## src/hdl/krg_pkg.sv

```systemverilog
// Package with the shared types, codes, constants and key table of the keystroke report generator.
package krg_pkg;

  // Fixed widths and the binary-to-BCD converter geometry.
  localparam int NUM_W      = 32;
  localparam int BCD_DIGITS = 10;
  localparam int BCD_IW     = 4;
  localparam int CONV_STEPS = 32;
  localparam int CONV_CW    = 5;

  // Request codes.
  localparam logic [2:0] OP_CHAR      = 3'd0;
  localparam logic [2:0] OP_NUM_AUTO  = 3'd1;
  localparam logic [2:0] OP_NUM_FIXED = 3'd2;
  localparam logic [2:0] OP_ENTER     = 3'd3;
  localparam logic [2:0] OP_TAB       = 3'd4;

  // Report bytes and character offsets.
  localparam logic [7:0] MOD_SHIFT_L = 8'h02;
  localparam logic [7:0] KC_ENTER    = 8'd40;
  localparam logic [7:0] KC_TAB      = 8'd43;
  localparam logic [7:0] KC_SPACE    = 8'd44;
  localparam logic [7:0] KC_ZERO     = 8'd39;
  localparam logic [7:0] CAP_OFS     = 8'd61;
  localparam logic [7:0] LOW_OFS     = 8'd93;
  localparam logic [7:0] DIG_OFS     = 8'd19;
  localparam logic [7:0] ASCII_ZERO  = 8'h30;

  // How an incoming request is handled.
  typedef enum logic [1:0] {
    KIND_NONE = 2'd0,
    KIND_KEY  = 2'd1,
    KIND_NUM  = 2'd2
  } item_kind_t;

  // Commands from the controller to the datapath.
  typedef struct packed {
    logic accept;
    logic conv_step;
    logic load_len;
    logic load_press;
    logic load_rel;
  } krg_cmd_t;

  // Status from the datapath to the controller.
  typedef struct packed {
    item_kind_t kind;
    logic       conv_last;
    logic       out_free;
    logic       last_key;
  } krg_sts_t;

  // Key table: returns {modifier, key_code} for one ASCII character.
  function automatic logic [15:0] map_char(input logic [7:0] c);
    logic [7:0] m;
    logic [7:0] k;
    m = 8'h00;
    k = 8'h00;
    if (c inside {[8'h41:8'h5A]}) begin
      m = MOD_SHIFT_L;
      k = c - CAP_OFS;
    end else if (c inside {[8'h61:8'h7A]}) begin
      k = c - LOW_OFS;
    end else if (c == ASCII_ZERO) begin
      k = KC_ZERO;
    end else if (c inside {[8'h31:8'h39]}) begin
      k = c - DIG_OFS;
    end else if (c == 8'h20) begin
      k = KC_SPACE;
    end
    return {m, k};
  endfunction

endpackage

```

## src/hdl/krg_if.sv

```systemverilog
// Valid/ready channel interfaces for the requests and the keyboard reports.
interface krg_in_if;
  logic        valid;
  logic        ready;
  logic [2:0]  op;
  logic [7:0]  char_code;
  logic [31:0] number;
  logic [3:0]  digit_count;

  modport source (output valid, output op, output char_code, output number,
                  output digit_count, input ready);
  modport sink (input valid, input op, input char_code, input number,
                input digit_count, output ready);
endinterface

interface krg_out_if;
  logic       valid;
  logic       ready;
  logic [7:0] modifier;
  logic [7:0] key_code;
  logic       last;

  modport source (output valid, output modifier, output key_code, output last,
                  input ready);
  modport sink (input valid, input modifier, input key_code, input last,
                output ready);
endinterface

```

## src/hdl/keystroke_report_generator_core.sv

```systemverilog
// Top level of the keystroke report generator: controller, datapath and checks.
//
// Each request is turned into press/release report pairs, one report per
// transfer on the output channel. The block takes one request at a time:
// in_ch.ready is high only while no request is in work. A character, Enter
// or Tab is accepted, and its press and release reports are then loaded
// into the output register in turn, each once the register is free. A
// number first passes through a shift-add-3 binary-to-decimal converter
// that handles one bit per cycle, then the digit count is loaded, then two
// reports per digit follow at one report per cycle while the sink is ready.
// The next request is taken as soon as the final release report has been
// loaded, while it still waits to be taken. Requests with an unknown code,
// or a fixed count of zero or above MAX_DIGITS, are accepted and give no
// reports.
module keystroke_report_generator_core #(
  parameter int MAX_DIGITS = 10
) (
  input logic       clk,
  input logic       rst_n,
  krg_in_if.sink    in_ch,
  krg_out_if.source out_ch
);

  krg_pkg::krg_cmd_t cmd;
  krg_pkg::krg_sts_t sts;
  logic              in_ready;

  krg_ctrl u_ctrl (
    .clk      (clk),
    .rst_n    (rst_n),
    .in_valid (in_ch.valid),
    .in_ready (in_ready),
    .sts      (sts),
    .cmd      (cmd)
  );

  krg_dp #(
    .MAX_DIGITS (MAX_DIGITS)
  ) u_dp (
    .clk            (clk),
    .rst_n          (rst_n),
    .cmd            (cmd),
    .sts            (sts),
    .in_op          (in_ch.op),
    .in_char_code   (in_ch.char_code),
    .in_number      (in_ch.number),
    .in_digit_count (in_ch.digit_count),
    .out_ready      (out_ch.ready),
    .out_valid      (out_ch.valid),
    .out_modifier   (out_ch.modifier),
    .out_key_code   (out_ch.key_code),
    .out_last       (out_ch.last)
  );

  assign in_ch.ready = in_ready;

  // A final report is always a release.
  a_last_is_release: assert property (@(posedge clk) disable iff (!rst_n)
    out_ch.valid && out_ch.last |-> out_ch.modifier == 8'h00 && out_ch.key_code == 8'h00)
    else $error("final report is not a release");

  // A loaded press report shows up as a non-final report.
  a_press_shown: assert property (@(posedge clk) disable iff (!rst_n)
    cmd.load_press |=> out_ch.valid && !out_ch.last)
    else $error("press report not presented");

  // The last conversion step is followed by the digit count load.
  a_conv_then_len: assert property (@(posedge clk) disable iff (!rst_n)
    cmd.conv_step && sts.conv_last |=> cmd.load_len)
    else $error("digit count not loaded after conversion");

  // No request is taken while reports are still being produced.
  a_no_accept_busy: assert property (@(posedge clk) disable iff (!rst_n)
    cmd.load_press || cmd.load_len || cmd.conv_step |-> !in_ch.ready)
    else $error("request taken while busy");

endmodule

```

## src/hdl/krg_ctrl.sv

```systemverilog
// Controller state machine that sequences conversion and report emission.
module krg_ctrl (
  input  logic              clk,
  input  logic              rst_n,
  input  logic              in_valid,
  output logic              in_ready,
  input  krg_pkg::krg_sts_t sts,
  output krg_pkg::krg_cmd_t cmd
);

  typedef enum logic [4:0] {
    S_IDLE  = 5'b00001,
    S_CONV  = 5'b00010,
    S_LEN   = 5'b00100,
    S_PRESS = 5'b01000,
    S_REL   = 5'b10000
  } state_t;

  state_t state_r;
  state_t state_nxt;

  // Next state and commands.
  always_comb begin
    state_nxt = state_r;
    cmd       = '0;
    in_ready  = 1'b0;
    case (state_r)
      S_IDLE: begin
        in_ready = 1'b1;
        if (in_valid) begin
          cmd.accept = 1'b1;
          case (sts.kind)
            krg_pkg::KIND_KEY: state_nxt = S_PRESS;
            krg_pkg::KIND_NUM: state_nxt = S_CONV;
            default:           state_nxt = S_IDLE;
          endcase
        end
      end
      S_CONV: begin
        cmd.conv_step = 1'b1;
        if (sts.conv_last) begin
          state_nxt = S_LEN;
        end
      end
      S_LEN: begin
        cmd.load_len = 1'b1;
        state_nxt    = S_PRESS;
      end
      S_PRESS: begin
        if (sts.out_free) begin
          cmd.load_press = 1'b1;
          state_nxt      = S_REL;
        end
      end
      S_REL: begin
        if (sts.out_free) begin
          cmd.load_rel = 1'b1;
          state_nxt    = sts.last_key ? S_IDLE : S_PRESS;
        end
      end
      default: begin
        state_nxt = S_IDLE;
      end
    endcase
  end

  // State register.
  always_ff @(posedge clk) begin
    if (!rst_n) begin
      state_r <= S_IDLE;
    end else begin
      state_r <= state_nxt;
    end
  end

endmodule

```

## src/hdl/krg_dp.sv

```systemverilog
// Datapath: request decode, shift-add-3 decimal conversion, digit store and report register.
module krg_dp #(
  parameter int MAX_DIGITS = 10
) (
  input  logic              clk,
  input  logic              rst_n,
  input  krg_pkg::krg_cmd_t cmd,
  output krg_pkg::krg_sts_t sts,
  input  logic [2:0]        in_op,
  input  logic [7:0]        in_char_code,
  input  logic [31:0]       in_number,
  input  logic [3:0]        in_digit_count,
  input  logic              out_ready,
  output logic              out_valid,
  output logic [7:0]        out_modifier,
  output logic [7:0]        out_key_code,
  output logic              out_last
);

  localparam int CW = $clog2(MAX_DIGITS + 1);
  localparam int IW = (CW > krg_pkg::BCD_IW) ? CW : krg_pkg::BCD_IW;

  // Working registers.
  logic [krg_pkg::NUM_W-1:0]   bin_r;
  logic [3:0]                  digit_store_r [krg_pkg::BCD_DIGITS];
  logic [krg_pkg::CONV_CW-1:0] conv_cnt_r;
  logic [3:0]                  cnt_r;
  logic                        auto_r;
  logic                        digit_mode_r;
  logic [7:0]                  key_mod_r;
  logic [7:0]                  key_code_r;
  logic [CW-1:0]               digits_left_r;
  logic                        out_valid_r;
  logic [7:0]                  out_mod_r;
  logic [7:0]                  out_key_r;
  logic                        out_last_r;

  logic [3:0]    bcd_adj [krg_pkg::BCD_DIGITS];
  logic [3:0]    bcd_nxt [krg_pkg::BCD_DIGITS];
  logic [IW-1:0] auto_len;
  logic [IW-1:0] len_sel;
  logic [IW-1:0] idx;
  logic [3:0]    cur_digit;
  logic [15:0]   char_map;
  logic [15:0]   digit_map;
  logic          fixed_ok;

  // Request decode.
  assign char_map = krg_pkg::map_char(in_char_code);
  assign fixed_ok = (in_digit_count != 4'd0) &&
                    (IW'(in_digit_count) <= IW'(MAX_DIGITS));

  // Status to the controller.
  always_comb begin
    case (in_op)
      krg_pkg::OP_CHAR, krg_pkg::OP_ENTER, krg_pkg::OP_TAB: sts.kind = krg_pkg::KIND_KEY;
      krg_pkg::OP_NUM_AUTO:  sts.kind = krg_pkg::KIND_NUM;
      krg_pkg::OP_NUM_FIXED: sts.kind = fixed_ok ? krg_pkg::KIND_NUM : krg_pkg::KIND_NONE;
      default:               sts.kind = krg_pkg::KIND_NONE;
    endcase
    sts.conv_last = (conv_cnt_r == krg_pkg::CONV_CW'(krg_pkg::CONV_STEPS - 1));
    sts.out_free  = !out_valid_r || out_ready;
    sts.last_key  = (digits_left_r == CW'(1));
  end

  // One shift-add-3 step: adjust each digit, then shift the whole word left.
  always_comb begin
    for (int i = 0; i < krg_pkg::BCD_DIGITS; i++) begin
      bcd_adj[i] = (digit_store_r[i] >= 4'd5) ? digit_store_r[i] + 4'd3 : digit_store_r[i];
    end
    bcd_nxt[0] = {bcd_adj[0][2:0], bin_r[krg_pkg::NUM_W-1]};
    for (int i = 1; i < krg_pkg::BCD_DIGITS; i++) begin
      bcd_nxt[i] = {bcd_adj[i][2:0], bcd_adj[i-1][3]};
    end
  end

  // Digit count: highest nonzero digit for automatic length, else the requested count.
  always_comb begin
    auto_len = IW'(1);
    for (int i = 0; i < krg_pkg::BCD_DIGITS; i++) begin
      if (digit_store_r[i] != 4'd0) begin
        auto_len = IW'(i + 1);
      end
    end
    if (auto_r) begin
      len_sel = (auto_len > IW'(MAX_DIGITS)) ? IW'(MAX_DIGITS) : auto_len;
    end else begin
      len_sel = IW'(cnt_r);
    end
  end

  // Current digit, most significant first; positions above the converter read as zero.
  always_comb begin
    idx = IW'(digits_left_r) - IW'(1);
    if (idx < IW'(krg_pkg::BCD_DIGITS)) begin
      cur_digit = digit_store_r[idx[krg_pkg::BCD_IW-1:0]];
    end else begin
      cur_digit = 4'd0;
    end
    digit_map = krg_pkg::map_char(krg_pkg::ASCII_ZERO + {4'h0, cur_digit});
  end

  // Request and conversion registers.
  always_ff @(posedge clk) begin
    if (cmd.accept) begin
      bin_r        <= in_number;
      cnt_r        <= in_digit_count;
      auto_r       <= (in_op == krg_pkg::OP_NUM_AUTO);
      digit_mode_r <= (in_op == krg_pkg::OP_NUM_AUTO) || (in_op == krg_pkg::OP_NUM_FIXED);
      conv_cnt_r   <= '0;
      for (int i = 0; i < krg_pkg::BCD_DIGITS; i++) begin
        digit_store_r[i] <= 4'd0;
      end
      case (in_op)
        krg_pkg::OP_ENTER: begin
          key_mod_r  <= 8'h00;
          key_code_r <= krg_pkg::KC_ENTER;
        end
        krg_pkg::OP_TAB: begin
          key_mod_r  <= 8'h00;
          key_code_r <= krg_pkg::KC_TAB;
        end
        default: begin
          key_mod_r  <= char_map[15:8];
          key_code_r <= char_map[7:0];
        end
      endcase
    end else if (cmd.conv_step) begin
      bin_r      <= {bin_r[krg_pkg::NUM_W-2:0], 1'b0};
      conv_cnt_r <= conv_cnt_r + krg_pkg::CONV_CW'(1);
      for (int i = 0; i < krg_pkg::BCD_DIGITS; i++) begin
        digit_store_r[i] <= bcd_nxt[i];
      end
    end
  end

  // Keys still to type.
  always_ff @(posedge clk) begin
    if (!rst_n) begin
      digits_left_r <= '0;
    end else if (cmd.accept) begin
      digits_left_r <= CW'(1);
    end else if (cmd.load_len) begin
      digits_left_r <= CW'(len_sel);
    end else if (cmd.load_rel) begin
      digits_left_r <= digits_left_r - CW'(1);
    end
  end

  // Report output register.
  always_ff @(posedge clk) begin
    if (!rst_n) begin
      out_valid_r <= 1'b0;
    end else if (cmd.load_press || cmd.load_rel) begin
      out_valid_r <= 1'b1;
    end else if (out_ready) begin
      out_valid_r <= 1'b0;
    end
  end

  always_ff @(posedge clk) begin
    if (cmd.load_press) begin
      out_mod_r  <= digit_mode_r ? 8'h00 : key_mod_r;
      out_key_r  <= digit_mode_r ? digit_map[7:0] : key_code_r;
      out_last_r <= 1'b0;
    end else if (cmd.load_rel) begin
      out_mod_r  <= 8'h00;
      out_key_r  <= 8'h00;
      out_last_r <= sts.last_key;
    end
  end

  assign out_valid    = out_valid_r;
  assign out_modifier = out_mod_r;
  assign out_key_code = out_key_r;
  assign out_last     = out_last_r;

endmodule

```

## src/flat_wrapper.sv

```systemverilog
// flat-port wrapper written by rule: the top's interface ports become plain ports
module keystroke_report_generator_core_flat 
#(
  parameter int MAX_DIGITS = 10
)
  (clk, rst_n, in_ch_valid, in_ch_op, in_ch_char_code, in_ch_number, in_ch_digit_count, in_ch_ready, out_ch_valid, out_ch_modifier, out_ch_key_code, out_ch_last, out_ch_ready);
  krg_in_if in_ch_i ();
  krg_out_if out_ch_i ();
  input logic clk;
  input logic rst_n;
  input wire logic [$bits(in_ch_i.valid)-1:0] in_ch_valid;
  input wire logic [$bits(in_ch_i.op)-1:0] in_ch_op;
  input wire logic [$bits(in_ch_i.char_code)-1:0] in_ch_char_code;
  input wire logic [$bits(in_ch_i.number)-1:0] in_ch_number;
  input wire logic [$bits(in_ch_i.digit_count)-1:0] in_ch_digit_count;
  output wire logic [$bits(in_ch_i.ready)-1:0] in_ch_ready;
  output wire logic [$bits(out_ch_i.valid)-1:0] out_ch_valid;
  output wire logic [$bits(out_ch_i.modifier)-1:0] out_ch_modifier;
  output wire logic [$bits(out_ch_i.key_code)-1:0] out_ch_key_code;
  output wire logic [$bits(out_ch_i.last)-1:0] out_ch_last;
  input wire logic [$bits(out_ch_i.ready)-1:0] out_ch_ready;
  assign in_ch_i.valid = in_ch_valid;
  assign in_ch_i.op = in_ch_op;
  assign in_ch_i.char_code = in_ch_char_code;
  assign in_ch_i.number = in_ch_number;
  assign in_ch_i.digit_count = in_ch_digit_count;
  assign in_ch_ready = in_ch_i.ready;
  assign out_ch_valid = out_ch_i.valid;
  assign out_ch_modifier = out_ch_i.modifier;
  assign out_ch_key_code = out_ch_i.key_code;
  assign out_ch_last = out_ch_i.last;
  assign out_ch_i.ready = out_ch_ready;
  keystroke_report_generator_core #(.MAX_DIGITS(MAX_DIGITS)) u_core (.clk(clk), .rst_n(rst_n), .in_ch(in_ch_i), .out_ch(out_ch_i));
endmodule
```

## config.mk

```make
export PLATFORM = sky130hd
export DESIGN_NAME = keystroke_report_generator_core_flat
export DESIGN_NICKNAME = d
export VERILOG_FILES = /design/src/hdl/krg_pkg.sv /design/src/hdl/krg_if.sv /design/src/hdl/keystroke_report_generator_core.sv /design/src/hdl/krg_ctrl.sv /design/src/hdl/krg_dp.sv /design/src/flat_wrapper.sv
export SDC_FILE = /design/constraint.sdc
export NUM_CORES = 1
export LEC_CHECK = 0
export ABC_AREA = 1
export ABC_CLOCK_PERIOD_IN_PS = 3370
export BUFFER_PORTS_ARGS = -buffer_cell sky130_fd_sc_hd__buf_4
export CORE_MARGIN = 2
export CORE_UTILIZATION = 54
export CTS_BUF_LIST = sky130_fd_sc_hd__clkbuf_4 sky130_fd_sc_hd__clkbuf_8 sky130_fd_sc_hd__clkbuf_16
export DETAILED_ROUTE_END_ITERATION = 8
export GPL_TIMING_DRIVEN = 0
export PLACE_DENSITY = 0.83
export SYNTH_ARGS = -nofsm -noshare
export SYNTH_HDL_FRONTEND = slang
export SYNTH_SLANG_ARGS = --single-unit
```

## constraint.sdc

```tcl
create_clock -name clk -period 3.37 [get_ports clk]
set_clock_uncertainty 0.2 [all_clocks]
set_input_delay 0.674 -clock clk [delete_from_list [all_inputs] [get_ports clk]]
set_output_delay 0.674 -clock clk [all_outputs]
set_load 0.1 [all_outputs]
```

==> metrics.md <==
| Metric | Value |
|---|---|
| Final setup viols | 0 |
| Post-synth EDFFs | 96 |
| # Max-Cap Violations | 0 |
| Static Leak | roughly 3.5 nW |
| Mux cell area share after synthesis | 0% |
| Global Route Usage Sum | between 20% and 30% |
| Commonest non-fill, non-tap cell in the layout | nand2_1 |
| Hold Path Cell Cnt | 1 |
| Reg2Reg Depth | 14 |
| Worst r2r dst | u_core.u_dp.out_key_code[4] |
| Crit Path Category | flop to flop |
| Die width | 115 um |
| Max-slew headroom | 55.1% |
| Commonest cells after routing, fill and taps aside | 197 x nand2_1, 109 x inv_1, 96 x edfxtp_1, 68 x buf_4 |
| Measured slew at the worst slew-check pin | just under 0.7 ns |
| Skew-Pair Late Insertion Delay | approximately 0.37 ns |
| CP Launch Type | flop |
| Initial Util | 55.4% |
| Drt initial violations | 381 |
| Slowest-stage cell, CP | dfxtp_1 |
| Netlist cell types | 43 |
| Die area | 0.0132 mm^2 |
| Simple-gate share of the synthesized area | 23.0% |
| Final WL | 13900 um |
| Clk slew on worst S/H paths | 0.08 ns |
| Worst-path maximum fanout | 10 |
| Largest family of logic cells by synthesized area | simple AND/OR/NAND/NOR gates |
| Crit. End Element | flop |
| Fmax | 336 MHz |
| RSZ-0062 raised after global routing | false |
| Arrival time at the worst endpoint | slightly below 3 ns |
| Cell-internal power | ~2.8 mW |
| TritonRoute pass-1 iters | 5 |
| Largest net degree at the start of global routing | 62 |
| Vias in the first global route | 5032 |
| Status | completed |
| Register share of total power | 45.6% |
| Req. time, crit path | 3.28 ns |
| Seq cells post-synth | 112 |
| Seq/Total Area, Yosys | 48.1% |
| Grt total ovfl | 0 |
| Final Max Tran Viols | 0 |
| Layout Nets | roughly 960 |
| Async set-reset flop share out of synthesis | 0% |
| Total CTS buffers | 9 |
| Remaining DRCs | 0 |
| Ys Warns | 0 |
| Syn-to-layout area delta | 15.4% |
| Hold path start | u_core.u_dp.conv_cnt_r[3] |
| Root buf cell | clkbuf_16 |
| Post-Layout Cell Count | between 1k and 1.5k |
| Die height | 115 um |
| Area of the mapped netlist | 0.00665 mm^2 |
| CTS Buffer Depth | 2 |
| R2R Path Start | u_core.u_dp.digits_left_r[0] |
| Post-synthesis adder-cell area fraction | 6.39% |
| Cell mode on critical path | nand3_1 |
| Vias per std cell | 5.28 |
| DP HPWL | 10100 um |
| Post-DP Area | 0.00734 mm^2 |
| Psw | 1.36 mW |
| Core area | about 0.012 mm^2 |
| Post-layout worst setup margin | 0.392 ns |
| Switch share | 32.9% |
| Crit path launch | u_core.u_dp.digits_left_r[0] |
| Hold_buf cts | 0 |
| Final ANT Viol Nets | 0 |
| Setup TNS | 0 ns |
| Hold_ws | 0.252 ns |
| Place WS | about 0.43 ns |
| Initial antenna violation count | 0 |
| Fin area | 0.00768 mm^2 |
| First-pass GRT wire length | approximately 23000 um |
| Via count | 5429 |
| CTS tree | done |
| Register-to-Register Setup Slack | 0.39 ns |
| Antenna diodes | 0 |
| Top_reg_cell synth | edfxtp_1 |
| Hold Crit Class | flop to flop |
| Synth Area in XOR/XNOR | 1.97% |
| Comb pwr share | 25.6% |
| Final Util | 63.9% |
| Resize count post-CTS | 0 |
| Total Power | 4.13 mW |
| Gpl congestion | between 0.9 and 1 |
| Tmin final | 2.98 ns |
| CP max stage delay | between 0.5 and 0.6 ns |
| IO Port Bufs | 59 |
| Mapped Cells | 798 |
| Dpl cells | 1013 |
| Max IR drop VDD | 0.560 mV |
| H-tree levels | 3 |
| # Post-CTS Setup Buffers | 0 |
| Average size of a mapped cell | 8.34 um^2 |
| Rows | 40 |
| Worst path cell trace | inv_2 > buf_6 > ha_1 > buf_2 > nand3_1 > nand3_1 > nand3_1 > nand2_2 > ha_1 > nand3_1 > nor2_1 > nor2_4 > nand3_1 > o21ai_1 |
| Share of cells above drive strength 1 | 12.9% |
| Fin crit share | 88.4% |
| PD cells | 538 mW/mm^2 |
| WL/cell | roughly 14 um |
| Post-synthesis compound-gate area fraction | 11.6% |
| CTS Sinks | 112 |
| Fin. Hold Viols | 0 |
| # IOs | 70 |
| Part of the power in the clock network | 28.8% |
| Worst Hold End | u_core.u_dp.conv_cnt_r[3] |
routing by layer:
layer / global-route usage [%] / vias to the layer above / wire, um / part of all wire, %
met4: 7.71 / 0 / 245 / 1.8
met2: 35.6 / 131 / 6610 / 47
met3: 5.38 / 18 / 691 / 5.0
met5: 0 / - / 0 / 0
li1: - / 2808 / - / -
met1: 28.5 / 2472 / 6370 / 46
final cells by class:
class,count,area [um^2]
plain buffers,26,153
clock buffers,10,233
repair buffers,60,470
fillers,1000,4330
well taps,147,184
flip-flops and latches,112,3200
inverters,116,435
clock inverters,6,100
multi-input cells,552,2900
synthesized netlist by cell type (2+ instances only):
| cell | number | share of area, % |
|---|---|---|
| nand2_1 | 198 | 11 |
| inv_1 | 109 | 6.2 |
| edfxtp_1 | 96 | 43 |
| a21oi_1 | 55 | 4.1 |
| o21ai_0 | 55 | 4.1 |
| nand3_1 | 53 | 4.0 |
| nor2_1 | 44 | 2.5 |
| ha_1 | 34 | 6.4 |
| nor3_1 | 25 | 1.9 |
| dfxtp_1 | 16 | 4.8 |
| xor2_1 | 14 | 1.8 |
| a211oi_1 | 10 | 1.1 |
| buf_4 | 9 | 1.0 |
| clkbuf_1 | 8 | 0.45 |
| nand4_1 | 8 | 0.75 |
| o21ai_1 | 8 | 0.60 |
| inv_2 | 7 | 0.40 |
| buf_2 | 5 | 0.38 |
| nand3_2 | 5 | 0.75 |
| a31oi_1 | 4 | 0.38 |
| nand2_2 | 4 | 0.38 |
| nor3b_1 | 3 | 0.34 |
| o211ai_1 | 3 | 0.34 |
| buf_1 | 2 | 0.11 |
| buf_6 | 2 | 0.34 |
| nor2_2 | 2 | 0.19 |
| o22ai_1 | 2 | 0.19 |
| o31ai_1 | 2 | 0.23 |
power by group through the flow:
| stage | Clock [mW] | Sequential, mW | Combinational, mW |
|---|---|---|---|
| after floorplan | 0 | 1.93 | 0.749 |
| after global placement | 0 | 1.92 | 1.00 |
| after detailed placement | 0 | 1.91 | 1.05 |
| after CTS | 1.21 | 1.88 | 1.05 |
| after global routing | 1.26 | 1.91 | 1.18 |
| final | 1.19 | 1.88 | 1.06 |
sequential cells by signal (all words and copies together), names as in the netlist, 4 cells and up:
name and cells:
u_core.u_ctrl.state_r 5, u_core.u_dp.bin_r 32, u_core.u_dp.cnt_r 4, u_core.u_dp.conv_cnt_r 5, u_core.u_dp.digit_store_r 40, u_core.u_dp.digits_left_r 4
u_core.u_dp.key_code_r 8, u_core.u_dp.out_key_code 8
worst max-delay path: cells and delay by family (launching register included):
family | cells | cell delay [ns]
AOI/OAI and AO/OA | 1 | 0.08
adders and majority gates | 2 | 0.46
buffers and inverters | 3 | 0.53
DFF | 1 | 0.53
and+or+nand+nor | 8 | 0.92
kinds of logic after synthesis:
| family | Yosys count |
|---|---|
| AND/OR/NAND/NOR | 351 |
| buffers and inverters | 142 |
| other | 1 |
| flip-flops | 112 |
| adder cells (fa/ha/maj) | 34 |
| AO/OA/AOI/OAI | 143 |
| XOR/XNOR | 15 |
worst max path at each step:
stage / end / slack (ns) / cells past startpoint
3_5_place_dp: u_core.u_dp.out_key_code[3] / 0.43 / 14
5_1_grt: u_core.u_dp.out_key_code[3] / 0.20 / 13
3_3_place_gp: u_core.u_dp.digit_store_r[5][1] / -0.85 / 5
6_report: u_core.u_dp.out_key_code[4] / 0.39 / 14
2_1_floorplan: u_core.u_dp.bin_r[0] / 0.11 / 4
4_1_cts: u_core.u_dp.out_key_code[3] / 0.41 / 14
(Power assumes the default switching activity.)
